File: config.mk
export PLATFORM = sky130hd
export DESIGN_NAME = integer_to_ascii_formatter
export DESIGN_NICKNAME = d
export VERILOG_FILES = /design/src/rtl/core/itaf_pkg.sv /design/src/rtl/core/itaf_front.sv /design/src/rtl/core/itaf_queue.sv /design/src/rtl/core/itaf_back.sv /design/src/rtl/core/integer_to_ascii_formatter.sv
export SDC_FILE = /design/constraint.sdc
export NUM_CORES = 1
export LEC_CHECK = 0
export BUFFER_PORTS_ARGS = -buffer_cell sky130_fd_sc_hd__buf_4
export CAP_MARGIN = 20
export CORE_MARGIN = 8
export CORE_UTILIZATION = 58
export DETAILED_ROUTE_END_ITERATION = 10
export PLACE_DENSITY_LB_ADDON = 0.25
export SLEW_MARGIN = 5
export SYNTH_ARGS = -nofsm -noshare
export SYNTH_HDL_FRONTEND = slang
export SYNTH_SLANG_ARGS = --single-unit
export TNS_END_PERCENT = 10
File: constraint.sdc
create_clock -name clk -period 7.76 [get_ports clk]
set_input_delay 0 -clock clk [delete_from_list [all_inputs] [get_ports clk]]
set_output_delay 0 -clock clk [all_outputs]
set_load 0.05 [all_outputs]
File: src/rtl/core/itaf_pkg.sv
// ----------------------------------------------------------------------------
// itaf_pkg
// Types, character codes and helpers shared by the integer formatter blocks.
// ----------------------------------------------------------------------------
package itaf_pkg;

	localparam int VALUE_W     = 64;
	localparam int CNT_W       = 6;
	localparam int CHAR_W      = 8;
	localparam int NIB_W       = 4;
	localparam int BIN_NIBS    = VALUE_W / NIB_W;
	localparam int ITER_W      = $clog2(BIN_NIBS);
	localparam int QUEUE_DEPTH = 2;
	localparam int QUEUE_AW    = $clog2(QUEUE_DEPTH);
	localparam int QUEUE_CW    = $clog2(QUEUE_DEPTH + 1);

	// conversion codes
	typedef enum logic [1:0] {
		CONV_SDEC = 2'd0,
		CONV_UDEC = 2'd1,
		CONV_HEXL = 2'd2,
		CONV_HEXU = 2'd3
	} conv_t;

	// operand size codes
	typedef enum logic [1:0] {
		SIZE_INT   = 2'd0,
		SIZE_CHAR  = 2'd1,
		SIZE_SHORT = 2'd2,
		SIZE_LONG  = 2'd3
	} size_sel_t;

	localparam logic [VALUE_W-1:0] MASK_CHAR  = 64'h0000_0000_0000_00FF;
	localparam logic [VALUE_W-1:0] MASK_SHORT = 64'h0000_0000_0000_FFFF;
	localparam logic [VALUE_W-1:0] MASK_NONE  = 64'hFFFF_FFFF_FFFF_FFFF;

	// ASCII codes
	localparam logic [CHAR_W-1:0] CH_SPACE = 8'h20;
	localparam logic [CHAR_W-1:0] CH_PLUS  = 8'h2B;
	localparam logic [CHAR_W-1:0] CH_MINUS = 8'h2D;
	localparam logic [CHAR_W-1:0] CH_ZERO  = 8'h30;
	localparam logic [CHAR_W-1:0] CH_X_UP  = 8'h58;
	localparam logic [CHAR_W-1:0] CH_X_LO  = 8'h78;
	localparam logic [CHAR_W-1:0] CH_A_UP  = 8'h41;
	localparam logic [CHAR_W-1:0] CH_A_LO  = 8'h61;

	// classified item as it travels from front to back
	typedef struct packed {
		logic [VALUE_W-1:0] mag;
		logic               is_dec;
		logic               upper;
		logic [CHAR_W-1:0]  pre0;
		logic [CHAR_W-1:0]  pre1;
		logic [1:0]         pre_len;
		logic               zero_pad;
		logic               left;
		logic [CNT_W-1:0]   width;
		logic [CNT_W-1:0]   prec;
	} spec_t;

	typedef struct packed {
		logic full;
		logic empty;
	} q_status_t;

	typedef enum logic [2:0] {
		ST_IDLE,
		ST_CONV,
		ST_COUNT,
		ST_PLAN,
		ST_BOUND,
		ST_EMIT
	} back_state_t;

	// one digit (0..15) to its ASCII character
	function automatic logic [CHAR_W-1:0] digit_char(input logic [NIB_W-1:0] d,
			input logic upper);
		logic [CHAR_W-1:0] res;
		if (d < 4'd10) begin
			res = CH_ZERO + {4'b0000, d};
		end else begin
			res = (upper ? CH_A_UP : CH_A_LO) + {4'b0000, d - 4'd10};
		end
		return res;
	endfunction

endpackage

File: src/rtl/core/itaf_front.sv
// ----------------------------------------------------------------------------
// itaf_front
// Classifies one input item: size mask, sign handling, prefix selection,
// flag overrides and width/precision saturation.
// ----------------------------------------------------------------------------
module itaf_front #(
	parameter int MAX_FIELD = 63
) (
	input  logic signed [63:0] value,
	input  logic [1:0]         conv,
	input  logic [1:0]         size_sel,
	input  logic               alt_form,
	input  logic               pad_zero,
	input  logic               left_justify,
	input  logic               plus_sign,
	input  logic               space_sign,
	input  logic [5:0]         field_width,
	input  logic [5:0]         min_precision,
	output itaf_pkg::spec_t    spec
);

	localparam logic [itaf_pkg::CNT_W-1:0] FIELD_MAX = itaf_pkg::CNT_W'(MAX_FIELD);

	logic [itaf_pkg::VALUE_W-1:0] raw;
	logic [itaf_pkg::VALUE_W-1:0] mask;
	logic [itaf_pkg::VALUE_W-1:0] masked;
	logic                         is_dec;
	logic                         neg;

	assign raw = value;

	// size mask
	always_comb begin
		case (size_sel)
			itaf_pkg::SIZE_CHAR:  mask = itaf_pkg::MASK_CHAR;
			itaf_pkg::SIZE_SHORT: mask = itaf_pkg::MASK_SHORT;
			default:              mask = itaf_pkg::MASK_NONE;
		endcase
	end

	assign masked = raw & mask;
	assign is_dec = (conv == itaf_pkg::CONV_SDEC) || (conv == itaf_pkg::CONV_UDEC);
	assign neg    = (conv == itaf_pkg::CONV_SDEC) && raw[itaf_pkg::VALUE_W-1];

	// classified item
	always_comb begin
		spec          = '0;
		spec.mag      = neg ? (-raw) : masked;
		spec.is_dec   = is_dec;
		spec.upper    = (conv == itaf_pkg::CONV_HEXU);
		spec.zero_pad = pad_zero & ~left_justify;
		spec.left     = left_justify;
		spec.width    = (field_width > FIELD_MAX) ? FIELD_MAX : field_width;
		spec.prec     = (min_precision > FIELD_MAX) ? FIELD_MAX : min_precision;
		spec.pre0     = itaf_pkg::CH_ZERO;
		spec.pre1     = (conv == itaf_pkg::CONV_HEXU) ? itaf_pkg::CH_X_UP : itaf_pkg::CH_X_LO;
		if (is_dec) begin
			if (neg) begin
				spec.pre0    = itaf_pkg::CH_MINUS;
				spec.pre_len = 2'd1;
			end else if (plus_sign) begin
				spec.pre0    = itaf_pkg::CH_PLUS;
				spec.pre_len = 2'd1;
			end else if (space_sign) begin
				spec.pre0    = itaf_pkg::CH_SPACE;
				spec.pre_len = 2'd1;
			end
		end else if (alt_form && (masked != '0)) begin
			spec.pre_len = 2'd2;
		end
	end

endmodule

File: src/rtl/core/itaf_queue.sv
// ----------------------------------------------------------------------------
// itaf_queue
// Two-entry queue of classified items between the front and the back.
// ----------------------------------------------------------------------------
module itaf_queue (
	input  logic                 clk,
	input  logic                 arst_n,
	input  logic                 push,
	input  itaf_pkg::spec_t      wdata,
	input  logic                 pop,
	output itaf_pkg::spec_t      rdata,
	output itaf_pkg::q_status_t  status
);

	itaf_pkg::spec_t                    mem_q [itaf_pkg::QUEUE_DEPTH];
	logic [itaf_pkg::QUEUE_AW-1:0]      wr_ptr_q;
	logic [itaf_pkg::QUEUE_AW-1:0]      rd_ptr_q;
	logic [itaf_pkg::QUEUE_CW-1:0]      cnt_q;

	// pointers and fill count
	always_ff @(posedge clk or negedge arst_n) begin
		if (!arst_n) begin
			wr_ptr_q <= '0;
			rd_ptr_q <= '0;
			cnt_q    <= '0;
		end else begin
			if (push) begin
				wr_ptr_q <= wr_ptr_q + 1'b1;
			end
			if (pop) begin
				rd_ptr_q <= rd_ptr_q + 1'b1;
			end
			if (push && !pop) begin
				cnt_q <= cnt_q + 1'b1;
			end else if (pop && !push) begin
				cnt_q <= cnt_q - 1'b1;
			end
		end
	end

	// entry storage
	always_ff @(posedge clk) begin
		if (push) begin
			mem_q[wr_ptr_q] <= wdata;
		end
	end

	assign rdata        = mem_q[rd_ptr_q];
	assign status.full  = (cnt_q == itaf_pkg::QUEUE_CW'(itaf_pkg::QUEUE_DEPTH));
	assign status.empty = (cnt_q == '0);

endmodule

File: src/rtl/core/itaf_back.sv
// ----------------------------------------------------------------------------
// itaf_back
// Converts one classified item to digits (shift-add-3, four bits a cycle for
// decimal, direct nibbles for hex), plans the run layout and emits the run
// one character per cycle, unless stalled, through an output register.
// ----------------------------------------------------------------------------
module itaf_back #(
	parameter int DIGIT_DEPTH = 20
) (
	input  logic                 clk,
	input  logic                 arst_n,
	input  itaf_pkg::q_status_t  q_status,
	input  itaf_pkg::spec_t      q_rdata,
	output logic                 pop,
	output logic                 char_valid,
	input  logic                 char_stall,
	output logic [7:0]           ch,
	output logic                 last
);

	localparam int DIG_W = DIGIT_DEPTH * itaf_pkg::NIB_W;
	localparam int ND_W  = $clog2(DIGIT_DEPTH + 1);
	localparam int DIX_W = $clog2(DIGIT_DEPTH);
	localparam int CW    = itaf_pkg::CNT_W;

	itaf_pkg::back_state_t                     state_q, state_d;
	itaf_pkg::spec_t                           spec_q;
	logic [DIGIT_DEPTH-1:0][itaf_pkg::NIB_W-1:0] bcd_q, bcd_conv, bcd_load;
	logic [itaf_pkg::VALUE_W-1:0]              bin_q;
	logic [itaf_pkg::ITER_W-1:0]               iter_q;
	logic [ND_W-1:0]                           nd_q, nd_d;
	logic [CW-1:0]                             pad_q, wid_q;
	logic [CW-1:0]                             b1_q, b2_q, b3_q, b4_q, last_idx_q, pos_q;
	logic                                      ovalid_q;
	logic [itaf_pkg::CHAR_W-1:0]               ch_q, ch_d;
	logic                                      olast_q;
	logic                                      emit_load;
	logic                                      conv_done;
	logic [CW-1:0]                             len, lp, p_d, w_d;
	logic [CW-1:0]                             lb, zc, tb, b1_d, b2_d, b3_d, b4_d, tot_d;
	logic [CW-1:0]                             didx_full;
	logic [itaf_pkg::NIB_W-1:0]                dig;

	assign conv_done = (iter_q == {itaf_pkg::ITER_W{1'b1}});

	// next state
	always_comb begin
		state_d = state_q;
		case (state_q)
			itaf_pkg::ST_IDLE: begin
				if (!q_status.empty) begin
					state_d = q_rdata.is_dec ? itaf_pkg::ST_CONV : itaf_pkg::ST_COUNT;
				end
			end
			itaf_pkg::ST_CONV: begin
				if (conv_done) begin
					state_d = itaf_pkg::ST_COUNT;
				end
			end
			itaf_pkg::ST_COUNT: state_d = itaf_pkg::ST_PLAN;
			itaf_pkg::ST_PLAN:  state_d = itaf_pkg::ST_BOUND;
			itaf_pkg::ST_BOUND: state_d = itaf_pkg::ST_EMIT;
			itaf_pkg::ST_EMIT: begin
				if (emit_load && (pos_q == last_idx_q)) begin
					state_d = itaf_pkg::ST_IDLE;
				end
			end
			default: state_d = itaf_pkg::ST_IDLE;
		endcase
	end

	// control outputs
	always_comb begin
		pop       = 1'b0;
		emit_load = 1'b0;
		case (state_q)
			itaf_pkg::ST_IDLE: pop       = ~q_status.empty;
			itaf_pkg::ST_EMIT: emit_load = ~ovalid_q | ~char_stall;
			default: begin
				pop       = 1'b0;
				emit_load = 1'b0;
			end
		endcase
	end

	// shift-add-3 over four input bits
	always_comb begin
		logic [DIG_W-1:0] flat;
		bcd_conv = bcd_q;
		for (int s = 0; s < itaf_pkg::NIB_W; s++) begin
			for (int d = 0; d < DIGIT_DEPTH; d++) begin
				if (bcd_conv[d] >= 4'd5) begin
					bcd_conv[d] = bcd_conv[d] + 4'd3;
				end
			end
			flat     = bcd_conv;
			flat     = {flat[DIG_W-2:0], bin_q[itaf_pkg::VALUE_W-1-s]};
			bcd_conv = flat;
		end
	end

	// hex nibbles load straight into the digit buffer
	always_comb begin
		logic [DIG_W-1:0] flat;
		flat                          = '0;
		flat[itaf_pkg::VALUE_W-1:0]   = q_rdata.mag;
		bcd_load                      = flat;
	end

	// digit count: highest nonzero digit, at least one
	always_comb begin
		nd_d = ND_W'(1);
		for (int d = 0; d < DIGIT_DEPTH; d++) begin
			if (bcd_q[d] != '0) begin
				nd_d = ND_W'(d + 1);
			end
		end
	end

	// precision zeros and width padding
	always_comb begin
		len = CW'(nd_q) + CW'(spec_q.pre_len);
		p_d = (spec_q.prec > len) ? (spec_q.prec - len) : '0;
		lp  = len + p_d;
		w_d = (spec_q.width > lp) ? (spec_q.width - lp) : '0;
	end

	// segment boundaries of the run
	always_comb begin
		lb    = (!spec_q.left && !spec_q.zero_pad) ? wid_q : '0;
		zc    = pad_q + ((!spec_q.left && spec_q.zero_pad) ? wid_q : '0);
		tb    = spec_q.left ? wid_q : '0;
		b1_d  = lb;
		b2_d  = b1_d + CW'(spec_q.pre_len);
		b3_d  = b2_d + zc;
		b4_d  = b3_d + CW'(nd_q);
		tot_d = b4_d + tb;
	end

	// character at the current position
	assign didx_full = b4_q - CW'(1) - pos_q;
	assign dig       = bcd_q[didx_full[DIX_W-1:0]];

	always_comb begin
		if (pos_q < b1_q) begin
			ch_d = itaf_pkg::CH_SPACE;
		end else if (pos_q < b2_q) begin
			ch_d = (pos_q == b1_q) ? spec_q.pre0 : spec_q.pre1;
		end else if (pos_q < b3_q) begin
			ch_d = itaf_pkg::CH_ZERO;
		end else if (pos_q < b4_q) begin
			ch_d = itaf_pkg::digit_char(dig, spec_q.upper);
		end else begin
			ch_d = itaf_pkg::CH_SPACE;
		end
	end

	// control registers
	always_ff @(posedge clk or negedge arst_n) begin
		if (!arst_n) begin
			state_q  <= itaf_pkg::ST_IDLE;
			ovalid_q <= 1'b0;
		end else begin
			state_q <= state_d;
			if (emit_load) begin
				ovalid_q <= 1'b1;
			end else if (!char_stall) begin
				ovalid_q <= 1'b0;
			end
		end
	end

	// datapath registers
	always_ff @(posedge clk) begin
		case (state_q)
			itaf_pkg::ST_IDLE: begin
				spec_q <= q_rdata;
				bin_q  <= q_rdata.mag;
				iter_q <= '0;
				bcd_q  <= q_rdata.is_dec ? '0 : bcd_load;
			end
			itaf_pkg::ST_CONV: begin
				bcd_q  <= bcd_conv;
				bin_q  <= {bin_q[itaf_pkg::VALUE_W-itaf_pkg::NIB_W-1:0], {itaf_pkg::NIB_W{1'b0}}};
				iter_q <= iter_q + 1'b1;
			end
			itaf_pkg::ST_COUNT: nd_q <= nd_d;
			itaf_pkg::ST_PLAN: begin
				pad_q <= p_d;
				wid_q <= w_d;
			end
			itaf_pkg::ST_BOUND: begin
				b1_q       <= b1_d;
				b2_q       <= b2_d;
				b3_q       <= b3_d;
				b4_q       <= b4_d;
				last_idx_q <= tot_d - CW'(1);
				pos_q      <= '0;
			end
			itaf_pkg::ST_EMIT: begin
				if (emit_load) begin
					pos_q <= pos_q + CW'(1);
				end
			end
			default: begin
				pos_q <= pos_q;
			end
		endcase
		if (emit_load) begin
			ch_q    <= ch_d;
			olast_q <= (pos_q == last_idx_q);
		end
	end

	assign char_valid = ovalid_q;
	assign ch         = ch_q;
	assign last       = olast_q;

endmodule

File: src/rtl/core/integer_to_ascii_formatter.sv
// ----------------------------------------------------------------------------
// integer_to_ascii_formatter
// printf-style %d/%u/%x/%X conversion of one 64-bit value to an ASCII run.
// ----------------------------------------------------------------------------
// Each accepted item yields a run of 1 to 63 characters on ch, with last set
// on the final one. Items are classified as they enter and wait in a
// two-entry queue, so item_stall rises only when both entries are taken.
// The back end handles one item at a time. A decimal item is loaded and
// converted by shift-add-3 at four bits a cycle; a hex item skips that.
// Then come digit count, padding plan and segment bounds, and the N
// characters leave at one a cycle while the character side does not stall.
// N is the run length, max(width, precision, prefix plus digits). A stall on
// the character side holds the output register and pauses the run.
// ----------------------------------------------------------------------------
module integer_to_ascii_formatter #(
	parameter int DIGIT_DEPTH = 20,
	parameter int MAX_FIELD   = 63
) (
	input  logic               clk,
	input  logic               arst_n,
	input  logic               item_valid,
	output logic               item_stall,
	input  logic signed [63:0] value,
	input  logic [1:0]         conv,
	input  logic [1:0]         size_sel,
	input  logic               alt_form,
	input  logic               pad_zero,
	input  logic               left_justify,
	input  logic               plus_sign,
	input  logic               space_sign,
	input  logic [5:0]         field_width,
	input  logic [5:0]         min_precision,
	output logic               char_valid,
	input  logic               char_stall,
	output logic [7:0]         ch,
	output logic               last
);

	itaf_pkg::spec_t     spec_in;
	itaf_pkg::spec_t     spec_out;
	itaf_pkg::q_status_t q_status;
	logic                push;
	logic                pop;

	// front: classify
	itaf_front #(
		.MAX_FIELD (MAX_FIELD)
	) u_front (
		.value         (value),
		.conv          (conv),
		.size_sel      (size_sel),
		.alt_form      (alt_form),
		.pad_zero      (pad_zero),
		.left_justify  (left_justify),
		.plus_sign     (plus_sign),
		.space_sign    (space_sign),
		.field_width   (field_width),
		.min_precision (min_precision),
		.spec          (spec_in)
	);

	assign item_stall = q_status.full;
	assign push       = item_valid & ~item_stall;

	// queue between front and back
	itaf_queue u_queue (
		.clk    (clk),
		.arst_n (arst_n),
		.push   (push),
		.wdata  (spec_in),
		.pop    (pop),
		.rdata  (spec_out),
		.status (q_status)
	);

	// back: convert and emit
	itaf_back #(
		.DIGIT_DEPTH (DIGIT_DEPTH)
	) u_back (
		.clk        (clk),
		.arst_n     (arst_n),
		.q_status   (q_status),
		.q_rdata    (spec_out),
		.pop        (pop),
		.char_valid (char_valid),
		.char_stall (char_stall),
		.ch         (ch),
		.last       (last)
	);

endmodule

==> flow_summary_export.csv <==
group,metric,value,unit
run_status,status,"complete, no violations",
layout,nFillCells,3875,
timing,tns,0,ps
worst_setup_path,crit_arrival,5960,ps
layout,area_delta_synth_final,12.8,%
timing,fmax,0.178,GHz
floorplanning,start_util,58.8,%
synthesis,synth_fp_nets,3285,
synthesis,async_reset_ff_share,1.94,%
synthesis,yosysSeqAreaShare,41.8,%
worst_setup_path,crit_type,"reg2reg",
timing,slew_headroom,32.0,%
synthesis,yosysWarnings,0,
timing,period_needed,5630,ps
routing,vias,22800,
grt,grt_pass1_wl,113000,µm
layout,finalNetCount,3438,
grt,grt-ovfl-total,0,
routing,routed_wl,70400,µm
worst_setup_path,cp-start-kind,"flip-flop",
floorplanning,ios,100,
floorplanning,die_h,242,µm
timing,drv_slew,0,
worst_setup_path,critPathMaxStageDelay,560,ps
worst_setup_path,end_kind,"flip-flop",
clock_tree,cts_tree,"done",
floorplanning,core.rowCount,82,
floorplanning,die_x,242,µm
clock_tree,post_cts_resize_count,0,
synthesis,synth_area,0.0296,mm²
clock_tree,cts_sinks,413,
synthesis,yosysUniqueCellTypes,85,
flow_run,drv_cap,0,
clock_tree,cts_root_buf,"clkbuf_16",
routing,viasPerCell,5.99,
timing,worst_pin_slew,1020,ps
synthesis,postSynthCellCount,2949,
routing,wl_per_cell,18.5,µm
hold_path,hold_path_class,"in2reg",
synthesis,synth-seq-cells,413,
layout,drive_gt1_share,9.66,%
place,dp_hpwl,51700,µm
worst_setup_path,cp_max_fo,9,
synthesis,synth-edff-count,405,
clock_tree,cts_made_buffers,44,
worst_setup_path,critPathBufInv,3,
synthesis,synthTopCellsByArea,"edfxtp_1, ha_1, mux2i_1",
place,port_buffers,98,
synthesis,synth_area_leader_cell,"edfxtp_1",
synthesis,avgSynthCellArea,10.0,µm²
clock_tree,clkLatencyLatePin,590,ps
routing,ant_nets,0,
worst_setup_path,slowest_stage,"o22ai_1",
clock_tree,clk_pin_slew_worst_paths,60,ps
grt,grt_usage,23.1,%
synthesis,yosys.area.top_type_share,41.1,%
grt,grt_max_degree,152,
worst_setup_path,worstPathRequired,8090,ps
worst_setup_path,critical-path-top-delay-family,"compound AO/OA/AOI/OAI gates",
timing,fin_crit_sh,72.5,%
timing,finalSetupViolations,0,
timing,fin_skew,31.6,ps
routing,drc,0,
clock_tree,cts_setup_buffers,0,
grt,grt_pass1_vias,22100,
clock_tree,h-tree-depth,2,
place,place.gp.congestion,0.907,
timing,hold_viol,0,
routing,first_pass_iters,7,
floorplanning,core,0.0503,mm²
floorplanning,fp.dieArea,0.0585,mm²
grt,antenna_found_initial,1,
timing,rsz0062_at_grt,"no",
clock_tree,cts_max_path_buffers,3,
synthesis,ys.flop_type,"edfxtp_1",
routing,drtIter0Drc,2027,
-- synthesized netlist by cell type, drive strengths merged, types with 43 or more instances --
cell and n:
a21oi 170, mux2i 175, clkbuf 72, nor3b 51, xor2 43, ha 233, nand2b 52, nand2 170
inv 274, xnor2 87, o31ai 50, edfxtp 405, nor2 265, nor2b 58, mux2 49, nor3 63
o21ai 219
-- state kept, by name, summed over array words and instances (netlist names), 6 cells and up --
register           flops
u_back.bcd_q          80
u_back.b2_q            6
u_back.bin_q          64
u_back.ch              7
u_back.b1_q            6
u_back.b3_q            6
u_back.pad_q           6
u_back.pos_q           6
u_back.spec_q         22
u_back.wid_q           6
u_back.last_idx_q      6
u_queue.mem_q        174
u_back.b4_q            6
-- final cells by class --
cell class                 count  area [µm²]  area share (%)
multi-input combinational   2153       15800            47.3
sequential                   413       12400            37.1
timing repair buffer         216        1890            5.67
clock buffer                  52        1140            3.42
inverter                     274        1030            3.09
tap                          672         841            2.52
clock inverter                30         283           0.848
antenna                        1        2.50         0.00751
-- worst reg2reg max path, stage by stage (launching register included) --
cell      delay [ps]
edfxtp_1         380
ha_1             190
inv_1             60
fa_1             390
xnor2_1          270
inv_1             80
ha_1             320
nor2b_1          170
o21ai_0          170
nand2b_1         120
a21oi_1          160
nor2b_1           60
o22ai_1          560
or2_2            250
inv_1             70
ha_1             270
nand4b_1          90
o21ai_0          280
nor2_1            90
xor2_1           150
ha_1             340
o21ai_0          100
nand2b_1         120
a21o_1           200
a21o_1           190
o21ai_0          200
nor2_1           120
-- what timing repair did --
action | 4_1_cts | 5_1_grt
endpoints found under the setup margin | 0 | 0
hold buffers | 103 | 0
endpoints found under the hold margin | 213 | 0
-- cell usage in the layout, fill, tap and decap left out, types with 36 or more instances in the layout --
cell type	netlist	layout
a21o_1	41	41
nor2b_1	58	58
nor3b_1	51	51
dlygate4sd3_1	0	103
nand2_1	169	168
xnor2_1	87	87
nor3_1	62	61
buf_4	1	112
o21ai_0	195	195
ha_1	233	233
inv_1	274	273
o31ai_1	49	49
mux2_2	49	49
nor2_1	263	260
mux2i_1	175	175
a21oi_1	168	168
edfxtp_1	405	405
xor2_1	43	43
clkbuf_16	0	44
nand2b_1	52	52
o21bai_1	36	36
-- metal layers --
layer | global-route usage (%) | wire length [µm] | vias up
met5 | 0 | 0 | -
met4 | 6.24 | 1590 | 0
met3 | 3.25 | 4350 | 109
met2 | 37.0 | 32100 | 723
met1 | 32.6 | 32300 | 11000
li1 | - | - | 11000
-- logic make-up (layout without fill, tap and decap cells) --
group           after synthesis  count (layout)  synth area share, %
mux                         247             247                 9.54
simple gates                839             839                 14.6
flops                       413             413                 41.8
buf+inv                     383             572                 4.94
compound gates              689             689                 14.4
fa+ha+maj                   247             247                 10.8
other cells                   1               2               0.0127
xor+xnor                    130             130                 3.85
-- metrics by stage --
stage | std cells | setup WS (ps) | util, % | hold slack (ps) | cell area (µm²)
after global routing | 3811 | 1750 | 66.3 | 119 | 33300
after CTS | 3810 | 2220 | 66.3 | 79.4 | 33300
final | 3811 | 2130 | 66.3 | 100 | 33300
after global placement | 3625 | 2460 | 61.4 | -164 | 30900
after floorplan | 2949 | 1900 | - | -296 | 29600
after detailed placement | 3625 | 2230 | 61.4 | -161 | 30900
-- path summary, 6_finish.rpt --
path | startpoint | slack, ps | endpoint | cells after the start
max | u_back.spec_q[14]$_DFFE_PP_ | 2130 | u_back.wid_q[5]$_SDFFCE_PP0N_ | 26
min | size_sel[0] | 100 | u_queue.mem_q[1][15]$_DFFE_PP_ | 5
max reg2reg | u_back.spec_q[14]$_DFFE_PP_ | 2130 | u_back.wid_q[5]$_SDFFCE_PP0N_ | 26
min reg2reg | u_back.char_valid$_DFFE_PN0P_ | 550 | u_back.char_valid$_DFFE_PN0P_ | 2
max in group asynchronous | arst_n | 6920 | u_queue.rd_ptr_q$_DFFE_PN0P_ | 3
min in group asynchronous | arst_n | 450 | u_back.char_valid$_DFFE_PN0P_ | 3
Power is not shown: default switching activity piles up to over one toggle a cycle in this logic, so the estimate is an artifact.
